$ cat src/hw/rtl/bounded_substring_search_top_defines.svh
// Assertion helpers shared by the search block.
// Each check is sampled on the rising edge of clk and is held off while rst_n is low.
`ifndef BOUNDED_SUBSTRING_SEARCH_TOP_DEFINES_SVH
`define BOUNDED_SUBSTRING_SEARCH_TOP_DEFINES_SVH

// The consequent must hold in the same cycle as the antecedent.
`define BSS_ASSERT_NOW(lbl, ante, cons) \
  lbl: assert property (@(posedge clk) disable iff (!rst_n) (ante) |-> (cons)) \
    else $error("search block check failed in the same cycle");

// The consequent must hold in the cycle after the antecedent.
`define BSS_ASSERT_NEXT(lbl, ante, cons) \
  lbl: assert property (@(posedge clk) disable iff (!rst_n) (ante) |=> (cons)) \
    else $error("search block check failed in the next cycle");

`endif

$ cat src/hw/rtl/bss_pkg.sv
package bss_pkg;

  // Fixed field widths.
  localparam int BYTE_W     = 8;
  localparam int POS_W      = 16;
  localparam int CFG_DATA_W = 64;
  localparam int CFG_IDX_W  = 2;
  localparam int LEN_REG_W  = 5;

  // The pattern registers hold this many bytes, whatever the cell count.
  localparam int PAT_BYTES  = 16;
  localparam int PAT_IDX_W  = 4;

  // Defaults for the top-level parameters.
  localparam int             DEF_MAX_PATTERN  = 16;
  localparam longint unsigned DEF_MAX_HAYSTACK = 64'd65536;

  // Configuration register indexes.
  localparam logic [CFG_IDX_W-1:0] REG_PATTERN_LOW    = 2'd0;
  localparam logic [CFG_IDX_W-1:0] REG_PATTERN_HIGH   = 2'd1;
  localparam logic [CFG_IDX_W-1:0] REG_PATTERN_LENGTH = 2'd2;

  // Per-cell compare setup: whether the cell takes part, and the byte it expects.
  typedef struct packed {
    logic              used;
    logic [BYTE_W-1:0] pat;
  } cell_cfg_t;

endpackage

$ cat src/hw/rtl/bss_cell.sv
module bss_cell (
  input  logic                      clk,
  input  logic                      shift_en,
  input  logic [bss_pkg::BYTE_W-1:0] byte_in,
  input  bss_pkg::cell_cfg_t        cfg,
  output logic [bss_pkg::BYTE_W-1:0] byte_out,
  output logic                      match
);

  logic [bss_pkg::BYTE_W-1:0] byte_r;

  // Take the neighbor's byte whenever shift_en is high.
  always_ff @(posedge clk) begin
    if (shift_en) begin
      byte_r <= byte_in;
    end
  end

  assign byte_out = byte_r;

  // The byte arriving from the neighbor is this cell's window byte after the shift.
  assign match = !cfg.used || (byte_in == cfg.pat);

endmodule

$ cat src/hw/rtl/bounded_substring_search_top.sv
// Bounded substring search. Bytes of a haystack enter one per cycle on the in_ channel, and
// the block reports the start offset of the first occurrence of the configured 1 to 16 byte
// pattern, or found = 0 at the marked last byte when there was none. A new byte is taken
// every cycle; its result, if any, appears on the out_ channel in the cycle after the byte is
// taken, held in an output register. The input stalls only while a result waits in that
// register and the out_ side stalls it, so with no output stall bytes follow back to back.
// That rate is set by the row of window cells: each cell holds one recent byte, passes it
// to its neighbor on each byte until a match in the haystack, and compares in parallel, so
// the whole match decision is one level of registers deep. The pattern registers must be
// written only while no result is pending.
`include "bounded_substring_search_top_defines.svh"

module bounded_substring_search_top #(
  parameter int              MAX_PATTERN  = bss_pkg::DEF_MAX_PATTERN,
  parameter longint unsigned MAX_HAYSTACK = bss_pkg::DEF_MAX_HAYSTACK
) (
  input  logic                          clk,
  input  logic                          rst_n,

  input  logic                          in_valid,
  output logic                          in_stall,
  input  logic [bss_pkg::BYTE_W-1:0]    in_data_byte,
  input  logic                          in_last_byte,

  output logic                          out_valid,
  input  logic                          out_stall,
  output logic                          out_found,
  output logic [bss_pkg::POS_W-1:0]     out_match_position,
  output logic                          out_overflow,

  input  logic                          cfg_valid,
  output logic                          cfg_ready,
  input  logic [bss_pkg::CFG_IDX_W-1:0] cfg_index,
  input  logic [bss_pkg::CFG_DATA_W-1:0] cfg_data
);

  localparam int CNT_W = $clog2(MAX_HAYSTACK + 64'd1);
  localparam int LEN_W = $clog2(MAX_PATTERN + 1);

  // Configuration registers.
  logic [bss_pkg::CFG_DATA_W-1:0] pattern_low_r;
  logic [bss_pkg::CFG_DATA_W-1:0] pattern_high_r;
  logic [bss_pkg::LEN_REG_W-1:0]  pattern_length_r;

  // Search state.
  logic [CNT_W-1:0] cnt_r, cnt_nxt;
  logic             done_r, done_nxt;
  logic             ovf_r, ovf_nxt;

  // Output register.
  logic                      out_valid_r, out_valid_nxt;
  logic                      out_found_r, out_found_nxt;
  logic [bss_pkg::POS_W-1:0] out_pos_r, out_pos_nxt;
  logic                      out_ovf_r, out_ovf_nxt;

  logic [LEN_W-1:0]          eff_len;
  logic [7:0]                pat_bytes [bss_pkg::PAT_BYTES];
  bss_pkg::cell_cfg_t        cell_cfg [MAX_PATTERN];
  logic [bss_pkg::BYTE_W-1:0] chain [MAX_PATTERN];
  logic [MAX_PATTERN-1:0]    match_vec;

  logic             accept;
  logic             process;
  logic             sat;
  logic [CNT_W-1:0] cnt_new;
  logic             ovf_new;
  logic             hit;

  // Configuration writes are always taken.
  assign cfg_ready = 1'b1;

  always_ff @(posedge clk) begin
    if (!rst_n) begin
      pattern_low_r    <= '0;
      pattern_high_r   <= '0;
      pattern_length_r <= bss_pkg::LEN_REG_W'(1);
    end else if (cfg_valid && cfg_ready) begin
      unique case (cfg_index)
        bss_pkg::REG_PATTERN_LOW:    pattern_low_r    <= cfg_data;
        bss_pkg::REG_PATTERN_HIGH:   pattern_high_r   <= cfg_data;
        bss_pkg::REG_PATTERN_LENGTH: pattern_length_r <= cfg_data[bss_pkg::LEN_REG_W-1:0];
        default: ;
      endcase
    end
  end

  // Clamp the configured length to the range the cell row can handle.
  always_comb begin
    priority if (pattern_length_r == '0) begin
      eff_len = LEN_W'(1);
    end else if (pattern_length_r > bss_pkg::LEN_REG_W'(MAX_PATTERN)) begin
      eff_len = LEN_W'(MAX_PATTERN);
    end else begin
      eff_len = LEN_W'(pattern_length_r);
    end
  end

  // Split the pattern registers into bytes.
  always_comb begin
    for (int j = 0; j < bss_pkg::PAT_BYTES; j++) begin
      if (j < 8) begin
        pat_bytes[j] = pattern_low_r[8*j +: 8];
      end else begin
        pat_bytes[j] = pattern_high_r[8*(j-8) +: 8];
      end
    end
  end

  assign in_stall = out_valid_r && out_stall;
  assign accept   = in_valid && !in_stall;
  assign process  = accept && !done_r;

  // Row of window cells; the newest byte enters cell 0.
  assign chain[0] = in_data_byte;

  for (genvar k = 0; k < MAX_PATTERN; k++) begin : g_cell
    logic [bss_pkg::LEN_REG_W-1:0] idx;

    // Cell k holds the byte that must equal pattern byte (length - 1 - k).
    assign idx              = bss_pkg::LEN_REG_W'(eff_len) - bss_pkg::LEN_REG_W'(k)
                              - bss_pkg::LEN_REG_W'(1);
    assign cell_cfg[k].used = bss_pkg::LEN_REG_W'(k) < bss_pkg::LEN_REG_W'(eff_len);
    assign cell_cfg[k].pat  = pat_bytes[idx[bss_pkg::PAT_IDX_W-1:0]];

    if (k < MAX_PATTERN - 1) begin : g_link
      bss_cell u_cell (
        .clk      (clk),
        .shift_en (process),
        .byte_in  (chain[k]),
        .cfg      (cell_cfg[k]),
        .byte_out (chain[k+1]),
        .match    (match_vec[k])
      );
    end else begin : g_end
      bss_cell u_cell (
        .clk      (clk),
        .shift_en (process),
        .byte_in  (chain[k]),
        .cfg      (cell_cfg[k]),
        .byte_out (),
        .match    (match_vec[k])
      );
    end
  end

  // Byte count saturates at the haystack limit and flags the overflow.
  assign sat     = cnt_r >= CNT_W'(MAX_HAYSTACK);
  assign cnt_new = sat ? cnt_r : cnt_r + CNT_W'(1);
  assign ovf_new = ovf_r || sat;

  // A hit needs every used cell to agree and enough bytes seen for a full pattern.
  assign hit = process && (&match_vec) && (cnt_new >= CNT_W'(eff_len));

  // Next search state and result.
  always_comb begin
    cnt_nxt       = cnt_r;
    done_nxt      = done_r;
    ovf_nxt       = ovf_r;
    out_valid_nxt = out_valid_r && out_stall;
    out_found_nxt = out_found_r;
    out_pos_nxt   = out_pos_r;
    out_ovf_nxt   = out_ovf_r;

    if (process) begin
      cnt_nxt = cnt_new;
      ovf_nxt = ovf_new;
      if (hit) begin
        done_nxt      = 1'b1;
        out_valid_nxt = 1'b1;
        out_found_nxt = 1'b1;
        out_pos_nxt   = bss_pkg::POS_W'(cnt_new) - bss_pkg::POS_W'(eff_len);
        out_ovf_nxt   = ovf_new;
      end else if (in_last_byte) begin
        out_valid_nxt = 1'b1;
        out_found_nxt = 1'b0;
        out_pos_nxt   = '0;
        out_ovf_nxt   = ovf_new;
      end
    end

    // The last byte ends the haystack and clears the search.
    if (accept && in_last_byte) begin
      cnt_nxt  = '0;
      done_nxt = 1'b0;
      ovf_nxt  = 1'b0;
    end
  end

  always_ff @(posedge clk) begin
    if (!rst_n) begin
      cnt_r       <= '0;
      done_r      <= 1'b0;
      ovf_r       <= 1'b0;
      out_valid_r <= 1'b0;
    end else begin
      cnt_r       <= cnt_nxt;
      done_r      <= done_nxt;
      ovf_r       <= ovf_nxt;
      out_valid_r <= out_valid_nxt;
    end
  end

  always_ff @(posedge clk) begin
    out_found_r <= out_found_nxt;
    out_pos_r   <= out_pos_nxt;
    out_ovf_r   <= out_ovf_nxt;
  end

  assign out_valid          = out_valid_r;
  assign out_found          = out_found_r;
  assign out_match_position = out_pos_r;
  assign out_overflow       = out_ovf_r;

  // A new result only ever follows an accepted byte.
  `BSS_ASSERT_NOW(a_result_after_byte, $rose(out_valid_r), $past(in_valid && !in_stall))
  // A last byte leaves the search state cleared.
  `BSS_ASSERT_NEXT(a_last_clears, accept && in_last_byte, cnt_r == '0 && !done_r && !ovf_r)
  // A reported match means at least one byte was counted.
  `BSS_ASSERT_NOW(a_done_has_count, done_r, cnt_r != '0)
  // The overflow flag is only set once the count has reached its limit.
  `BSS_ASSERT_NOW(a_ovf_saturated, ovf_r, cnt_r == CNT_W'(MAX_HAYSTACK))
  // A no-match result carries a zero position.
  `BSS_ASSERT_NOW(a_miss_zero_pos, out_valid_r && !out_found_r, out_pos_r == '0)

endmodule
$ cat config.mk
export PLATFORM = sky130hd
export DESIGN_NAME = bounded_substring_search_top
export DESIGN_NICKNAME = d
export VERILOG_FILES = /design/src/hw/rtl/bss_pkg.sv /design/src/hw/rtl/bss_cell.sv /design/src/hw/rtl/bounded_substring_search_top.sv
export VERILOG_INCLUDE_DIRS = /design/src /design/src/hw/rtl
export SDC_FILE = /design/constraint.sdc
export NUM_CORES = 1
export LEC_CHECK = 0
export BUFFER_PORTS_ARGS = -buffer_cell sky130_fd_sc_hd__buf_2
export CAP_MARGIN = 15
export CORE_MARGIN = 1
export CORE_UTILIZATION = 51
export DETAILED_ROUTE_END_ITERATION = 10
export PLACE_DENSITY = 0.68
export SKIP_CTS_REPAIR_TIMING = 1
export SLEW_MARGIN = 20
export SYNTH_ARGS = -nofsm -noshare
export SYNTH_HDL_FRONTEND = slang
export SYNTH_HIERARCHICAL = 1
export SYNTH_SLANG_ARGS = --single-unit
$ cat constraint.sdc
create_clock -name clk -period 13 [get_ports clk]
set_clock_uncertainty 0.15 [all_clocks]
set_input_delay 1.3 -clock clk [delete_from_list [all_inputs] [get_ports clk]]
set_output_delay 1.3 -clock clk [all_outputs]
set_load 0.03 [all_outputs]
==> results of run 1 <==
per-layer routing:
metal | part of all wire [%] | vias up | global-route usage, %
li1 | - | 7620 | -
met1 | 45 | 7984 | 47.52
met2 | 43 | 744 | 47.83
met3 | 7.8 | 103 | 4.556
met4 | 3.7 | 0 | 13.11
met5 | 0 | - | 0
cell type report:
type,instances,area (sq um),share of cell area (%)
antenna,2,5.005,0.02367
clock buffer,43,945.9,4.474
clock inverter,18,133.9,0.6332
inverter,22,91.34,0.4320
multi-input combinational,1685,11420,54.04
sequential,291,7207,34.09
tap,504,630.6,2.983
timing repair buffer,124,703.2,3.326
path summary, 6_finish.rpt:
kind                                           from                    end  slack [ns]  cells after the start
worst min register to register                ovf_r                  ovf_r        0.31                      2
worst max register to register  pattern_length_r[3]  out_match_position[9]        5.92                     17
worst max-delay path            pattern_length_r[3]  out_match_position[9]        5.92                     17
worst min-delay path                          ovf_r                  ovf_r        0.31                      2
critical path, delay by kind of cell (launching register included):
kind / cells / cell delay (ns)
AND/OR/NAND/NOR: 6 / 2.18
AO/OA/AOI/OAI: 5 / 1.50
XOR/XNOR: 2 / 1.28
flip-flops: 1 / 0.44
multiplexers: 2 / 0.39
adder cells (fa/ha/maj): 1 / 0.35
buffers and inverters: 1 / 0.29
where the power goes:
part / internal [W] / switching (W)
Clock: 0.000539 / 0.000390
Sequential: 0.00101 / 0.0000511
Combinational: 0.000178 / 0.000258
Total: 0.00172 / 0.000699
flip-flops by register name (all words and copies together) (netlist names):
name and count:
cnt_r 17, done_r 1, g_cell.g_link.u_cell/byte_out 120, out_found 1, out_match_position 16, out_overflow 1, out_valid 1, ovf_r 1
pattern_high_r 64, pattern_length_r 5, pattern_low_r 64
stage by stage:
stage / hold slack, ns / total power [W] / setup WS [ns]
after floorplan: 0.2793 / 0.001369 / 6.371
after global placement: 0.2926 / 0.001492 / 5.949
after detailed placement: 0.3014 / 0.001501 / 5.808
after CTS: 0.3154 / 0.002422 / 5.769
after global routing: 0.3183 / 0.002498 / 5.530
final: 0.3120 / 0.002423 / 5.917
==> results.ini, run 1 <==
[run_status]
status = complete, no violations

[synthesis]
postSynthCellCount = 2145
syn-cell-area_sq_mm = 0.01923
synth_warnings = 6
avgSynthCellArea_sq_um = 8.963
syn_nets = 2241

[finish]
area_growth_pct = 9.963
final_common_cell = nand2_1
nNetsFinal = 2254
final_cell_mix = 552 x nand2_1, 421 x mux2i_1, 153 x dfxtp_1, 150 x xnor2_1, 141 x a21oi_1
drive_gt1_share_pct = 10.63
stdcell_area_sq_mm = 0.02114
fill_cells = 3348
fin_cells = 2689
fin_util_pct = 57.34

[timing]
final.min_clock_period_ns = 7.083
rsz0062_at_grt = false
worst-slew-pin-transition_ns = 1.092
fmax_mhz = 141.2
final.period_utilization_pct = 54.48
finalSetupViolCount = 0
slew_headroom_pct = 27.17
finalSetupTns_ns = 0
hold_viol = 0
finalMaxSlewViolations = 0

[cts]
cts.sinks = 291
cts_buffers = 34
worstSkewPairLatency_ns = 0.54
clk_path_buf_depth = 3
cts_tree = yes
root_buffer = clkbuf_16
cts.clk_slew.worst_paths_ns = 0.06
cts_max_level = 2

[pwr]
p_per_area_mw_per_mm2 = 114.6
p_leak_nw = 8.106
peakVddDrop_v = 0.00008720

[placement]
dp_cells = 2625
gp_congestion = 1.024
dpl_cell_area_sq_mm = 0.02002
dpl.hpwl_mm = 46.72
port_buffers = 99

[floorplanning]
dieHeight_um = 196.2
core_sq_mm = 0.03687
die_w_um = 196.2
io_pins = 101
rows = 70
start_util_pct = 52.14
die_area_sq_mm = 0.03848

[hold_path]
min_path_type = flop to flop

[worst_setup_path]
critical_path_peak_fanout = 64
path_cells = or3_1, a21oi_4, inv_4, ha_1, xnor3_4, mux2i_1, a22o_1, a221oi_1, mux2_2, xnor2_1, nand4_1, o21ai_1, nand4_1, nor4_1, nand2_1, a31o_2, nand2_1
required_ns = 13.01
start_kind = flop
crit_arrival_ns = 7.10
slowest_stage = xnor3_4
endpoint_kind = flop
cp_slowest_stage_delay_ns = 1.17
crit_type = flop to flop

[routing]
wl_per_cell_um = 23.32
vias = 16450
drt_wl_total_mm = 62.70
first_pass_iters = 5
drt_iter0_drc = 2107
drcViolationCount = 0
viasPerCell = 6.118
postRouteAntennaNets = 0

[grt]
grt_pass1_wl_mm = 93.69
antenna_found_initial = 2
grt_pass1_vias = 15050
grtUsageTotal_pct = 32.44
gr-total-overflow = 0
grt_max_degree = 91

[job]
cap_violations = 0

No activity file was read; power rests on OpenSTA's default activity.
==> run 2: changes to the inputs <==
- ABC_AREA: unset -> 1
- clock period: 13 -> 7.1 ns (I/O delays scaled with it)
==> run 2 against run 1 <==
Effect of this change: final cell count is 27% higher; worst setup slack worse by 4.6 ns; power is 120% higher; worst hold slack worse by 0.10 ns; critical path type unchanged; largest power group unchanged; highest routed layer is now met5.
==> results.ini, run 2 <==
[run_status]
status = complete, no violations

[pwr]
comb_power_share_pct = 31.2  ; +13 points
sw_frac_of_total_pct = 36.51  ; +7.7 points
peakVddDrop_v = 0.0002215  ; +150%
clkPwrFrac_pct = 31.9  ; -6.5 points
switchingPower_w = 0.001912  ; +170%
pwr-share-seq_pct = 36.9  ; -6.8 points
internal-power_w = 0.003325  ; +93%
p_leak_nw = 8.885  ; +9.6%
p_per_area_mw_per_mm2 = 245.9  ; +110%

[placement]
port_buffers = 99  ; unchanged
dpl_cell_area_sq_mm = 0.02025  ; +1.2%
dpl.hpwl_mm = 52.24  ; +12%
pre_cts_slack_ns = 1.347  ; -4.461 ns
gp_congestion = 0.9979  ; -2.5%

[cts]
cts.clk_slew.worst_paths_ns = 0.06  ; about the same
cts_max_level = 2  ; unchanged
cts_tree = yes
cts.sinks = 291  ; unchanged
clk_path_buf_depth = 3  ; unchanged
root_buffer = clkbuf_16
worstSkewPairLatency_ns = 0.56  ; +0.02 ns
cts_buffers = 34  ; unchanged

[finish]
n_antenna_cell = 0  ; -2
final_common_cell = nand2_1
stdcell_area_sq_mm = 0.02130  ; +0.74%
fill_cells = 3663  ; +9.4%
drive_gt1_share_pct = 8.339  ; -2.3 points
final_cell_mix = 792 x nand2_1, 332 x o21ai_0, 289 x inv_1, 219 x nor2_1, 180 x nand3_1
nNetsFinal = 2975  ; +32%
largest_reg_flops = 120  ; unchanged
area_growth_pct = 9.129
seqCellArea_sq_mm = 0.007207  ; unchanged
multi_input_area_sq_mm = 0.01054  ; -7.7%

[grt]
grt_max_degree = 145  ; +59%
grt_pass1_wl_mm = 100.4  ; +7.2%
grt_pass1_vias = 16690  ; +11%
grtUsageTotal_pct = 34.53  ; +2.1 points
antenna_found_initial = 2  ; unchanged
gr-total-overflow = 0  ; unchanged

[routing]
drt_iter0_drc = 2329  ; +11%
viasPerCell = 5.685  ; -7.1%
drcViolationCount = 0  ; unchanged
drt_wl_total_mm = 67.46  ; +7.6%
wl_per_cell_um = 19.77  ; -15%
first_pass_iters = 6  ; +1
postRouteAntennaNets = 0  ; unchanged
vias = 19400  ; +18%

[floorplanning]
start_util_pct = 51.81  ; -0.33 points
io_pins = 101  ; unchanged
die_area_sq_mm = 0.03905  ; +1.5%
die_w_um = 197.6  ; +0.74%
rows = 71  ; +1.4%
core_sq_mm = 0.03767  ; +2.2%
dieHeight_um = 197.6  ; +0.74%

[worst_setup_path]
cp_slowest_stage_delay_ns = 0.74  ; -0.43 ns
endpoint_kind = flop
start_kind = flop
cp_num_buf_inv = 5  ; +4
required_ns = 7.12  ; -5.89 ns
critical_path_peak_fanout = 40  ; -38%
worst_path_most_repeated_cell = nand2_1
path_delay_family = simple AND/OR/NAND/NOR gates
slowest_stage = inv_1
path_cells = nor2_2, buf_4, inv_1, buf_4, ha_1, buf_4, inv_1, o21ai_0, o21ai_0, nand2_1, nand2_1, nand2_1, nor2_1, nand2_1, nand2_1, nand4_1, nor4_1, nand2_2, nand2_1
crit_arrival_ns = 5.84  ; -1.26 ns
crit_type = flop to flop

[hold_path]
min_path_type = primary input to flop

[timing]
hold_viol = 0  ; unchanged
slew_headroom_pct = 22.27  ; -4.9 points
finalMaxSlewViolations = 0  ; unchanged
final.period_utilization_pct = 81.94  ; +27 points
fmax_mhz = 171.9  ; +22%
finalSetupTns_ns = 0  ; unchanged
rsz0062_at_grt = false
final.min_clock_period_ns = 5.818  ; -1.265 ns
finalSetupViolCount = 0  ; unchanged
hold-worst-slack_ns = 0.2084  ; -0.1036 ns
layout_setup_ws_ns = 1.282  ; -4.635 ns
worst-slew-pin-transition_ns = 1.154  ; +0.06136 ns

[synthesis]
syn_nets = 2972  ; +33%
synth_warnings = 6  ; unchanged
syn-cell-area_sq_mm = 0.01952  ; +1.5%
avgSynthCellArea_sq_um = 6.786  ; -24%
postSynthCellCount = 2876  ; +34%

[job]
cap_violations = 0  ; unchanged

==> run 2: area by class of cell <==
| cell class | count | share of cell area [%] |
|---|---|---|
| multi-input cells | 2121 | 49.49 |
| flip-flops and latches | 291 | 33.84 |
| inverters | 300 | 5.293 |
| clock buffers | 47 | 4.571 |
| repair buffers | 131 | 3.513 |
| well taps | 511 | 3.002 |
| clock inverters | 12 | 0.2937 |
==> run 2: worst register-to-register path, stage by stage (launching register included) <==
cell and delay (ns):
dfxtp_1 0.39, nor2_2 0.13, buf_4 0.39, inv_1 0.24, buf_4 0.29, ha_1 0.32
buf_4 0.22, inv_1 0.75, o21ai_0 0.30, o21ai_0 0.39, nand2_1 0.09, nand2_1 0.08
nand2_1 0.05, nor2_1 0.22, nand2_1 0.17, nand2_1 0.09, nand4_1 0.07, nor4_1 0.39
nand2_2 0.10, nand2_1 0.60
==> run 2: final timing paths <==
kind / cells past startpoint / to / from / slack (ns)
hold reg to reg: 0 / g_cell[2].g_link.u_cell/byte_out[2] / g_cell[1].g_link.u_cell/byte_out[2] / 0.30
setup / recovery: 19 / out_match_position[13] / pattern_length_r[4] / 1.28
hold / removal: 1 / g_cell[0].g_link.u_cell/byte_out[2] / in_data_byte[2] / 0.21
setup reg to reg: 19 / out_match_position[13] / pattern_length_r[4] / 1.28
==> run 2: stage by stage <==
| stage | instances | total power (W) | util [%] |
|---|---|---|---|
| after global routing | 3413 | 0.005487 | 56.54 |
| after global placement | 3354 | 0.003531 | 53.76 |
| after floorplan | 2876 | 0.003070 | - |
| final | 3413 | 0.005238 | 56.54 |
| after CTS | 3413 | 0.005216 | 56.51 |
| after detailed placement | 3354 | 0.003555 | 53.76 |
==> run 2: layer usage <==
metal  global-route usage (%)  part of all wire, %
met5                    1.149                0.083
met2                    51.50                   42
met3                    4.798                  8.8
met1                    50.62                   45
met4                    12.03                  3.3
==> run 2: power by group through the flow <==
| stage | combinational (W) | sequential, W | clock (W) |
|---|---|---|---|
| finish | 0.00164 | 0.00193 | 0.00167 |
| global route | 0.00179 | 0.00194 | 0.00176 |
| CTS | 0.00159 | 0.00193 | 0.00169 |
| detailed placement | 0.00159 | 0.00197 | 0 |
| global placement | 0.00157 | 0.00196 | 0 |
| floorplan | 0.00112 | 0.00195 | 0 |
==> run 3: changes to the inputs <==
- clock period: 7.1 -> 5.5 ns (I/O delays scaled with it)
==> run 3 against run 2 <==
Effect of this change: first-iteration DRC count shrank 3.6%; worst hold slack lost 0.15 ns; largest cell class unchanged; global-route usage grew 1.3 points; design area grew 0.92%; combinational power grew 30%; critical endpoint is now out_match_position[4]; sequential cell count is the same.
==> results.ini, run 3 (synthesized netlist as in run 2, its figures left out) <==
[timing]
final.period_utilization_pct = 92.50  ; +11 points
finalMaxSlewViolations = 0  ; unchanged
slew_headroom_pct = 32.29  ; +10 points
rsz0062_at_grt = false
hold-worst-slack_ns = 0.06039  ; -0.1480 ns
worst-slew-pin-transition_ns = 1.014  ; -0.1396 ns
hold_viol = 0  ; unchanged
finalSetupTns_ns = 0  ; unchanged
layout_setup_ws_ns = 0.4125  ; -0.8698 ns
finalSetupViolCount = 0  ; unchanged
final.min_clock_period_ns = 5.087  ; -0.7302 ns
fmax_mhz = 196.6  ; +14%

[routing]
wl_per_cell_um = 20.29  ; +2.7%
drt_wl_total_mm = 69.58  ; +3.1%
postRouteAntennaNets = 0  ; unchanged
viasPerCell = 5.715  ; +0.52%
drt_iter0_drc = 2246  ; -3.6%
first_pass_iters = 9  ; +3
vias = 19600  ; +0.99%
drcViolationCount = 0  ; unchanged

[pwr]
p_leak_nw = 8.978  ; +1.0%
p_per_area_mw_per_mm2 = 320.0  ; +30%
peakVddDrop_v = 0.0002821  ; +27%

[finish]
final_common_cell = nand2_1
area_growth_pct = 10.13
drive_gt1_share_pct = 8.985  ; +0.65 points
final_cell_mix = 792 x nand2_1, 332 x o21ai_0, 289 x inv_1, 219 x nor2_1, 180 x nand3_1
largest_reg_flops = 120  ; unchanged
nNetsFinal = 2987  ; +0.40%

[floorplanning]
rows = 71  ; unchanged
start_util_pct = 51.81  ; unchanged
io_pins = 101  ; unchanged
die_w_um = 197.6  ; unchanged
die_area_sq_mm = 0.03905  ; unchanged
core_sq_mm = 0.03767  ; unchanged
dieHeight_um = 197.6  ; unchanged

[grt]
antenna_found_initial = 2  ; unchanged
grt_pass1_vias = 17150  ; +2.8%
gr-total-overflow = 0  ; unchanged
grt_max_degree = 133  ; -8.3%
grt_pass1_wl_mm = 104.1  ; +3.6%
grtUsageTotal_pct = 35.83  ; +1.3 points

[worst_setup_path]
required_ns = 5.69  ; -1.43 ns
start_kind = flop
path_delay_family = simple AND/OR/NAND/NOR gates
cp_slowest_stage_delay_ns = 0.45  ; -0.29 ns
worst_path_most_repeated_cell = nand2_1
crit_arrival_ns = 5.27  ; -0.57 ns
slowest_stage = dfxtp_1
cp_num_buf_inv = 5  ; unchanged
path_cells = inv_2, nand4_1, and2_4, inv_2, ha_1, clkinv_2, buf_12, o211ai_1, nand3_1, nand2_1, xnor2_1, nand2_1, nor2_1, nand2_1, nand2_1, nand4_1, or2_2, nor4_2, nand2_2, buf_4, nor3b_1
endpoint_kind = flop
crit_type = flop to flop
critical_path_peak_fanout = 63  ; +57%

[run_status]
status = complete, no violations

[cts]
root_buffer = clkbuf_16
cts.clk_slew.worst_paths_ns = 0.07  ; about the same
cts_buffers = 34  ; unchanged
clk_path_buf_depth = 3  ; unchanged
cts_max_level = 2  ; unchanged
worstSkewPairLatency_ns = 0.56  ; about the same
cts_tree = yes
cts.sinks = 291  ; unchanged

[placement]
pre_cts_slack_ns = 0.3798  ; -0.9668 ns
gp_congestion = 1.070  ; +7.2%
port_buffers = 99  ; unchanged
dpl.hpwl_mm = 53.94  ; +3.3%

[hold_path]
min_path_type = primary input to flop

[job]
cap_violations = 0  ; unchanged

[run 3: changes by cell type in the layout (fill, tap and decap cells not counted), sizes merged]
cell	change
clkbuf	-3
inv	+1
clkinvlp	+4
diode	+2
buf	+12
[run 3: final timing paths]
kind                       start                             endpoint  slack (ns)  depth (start not counted)
max reg2reg  pattern_length_r[4]                out_match_position[4]        0.41                         21
min reg2reg   pattern_high_r[15]                   pattern_high_r[15]        0.32                          2
max          pattern_length_r[4]                out_match_position[4]        0.41                         21
min              in_data_byte[0]  g_cell[0].g_link.u_cell/byte_out[0]        0.06                          1
[run 3: area by class of cell]
type | instances | area [sq um]
inverters | 300 | 1127
multi-input cells | 2121 | 10550
clock buffers | 44 | 1003
fillers | 3666 | 16170
clock inverters | 17 | 101.3
diodes | 2 | 5.005
well taps | 511 | 639.4
flip-flops and latches | 291 | 7207
repair buffers | 143 | 863.3
[run 3: per-stage QoR]
| step | std cells | power [W] | utilization, % | instance area (sq um) |
|---|---|---|---|---|
| floorplan | 2876 | 0.003964 | - | 19520 |
| global placement | 3366 | 0.004580 | 54.07 | 20370 |
| detailed placement | 3366 | 0.004605 | 54.07 | 20370 |
| CTS | 3427 | 0.006832 | 57.00 | 21470 |
| global route | 3429 | 0.007193 | 57.06 | 21490 |
| finish | 3429 | 0.006877 | 57.06 | 21490 |
[run 3: report_power, final]
part	switching, W	total [W]	internal, W
Sequential	0.0000926	0.00250	0.00240
Clock	0.000951	0.00225	0.00130
Combinational	0.00147	0.00213	0.000666
Total	0.00251	0.00688	0.00437
[run 3: metal layers]
layer / track usage, % / part of all wire (%)
met5: 0 / 0
met1: 52.19 / 45
met4: 11.71 / 2.9
met3: 6.164 / 9.4
met2: 53.38 / 42
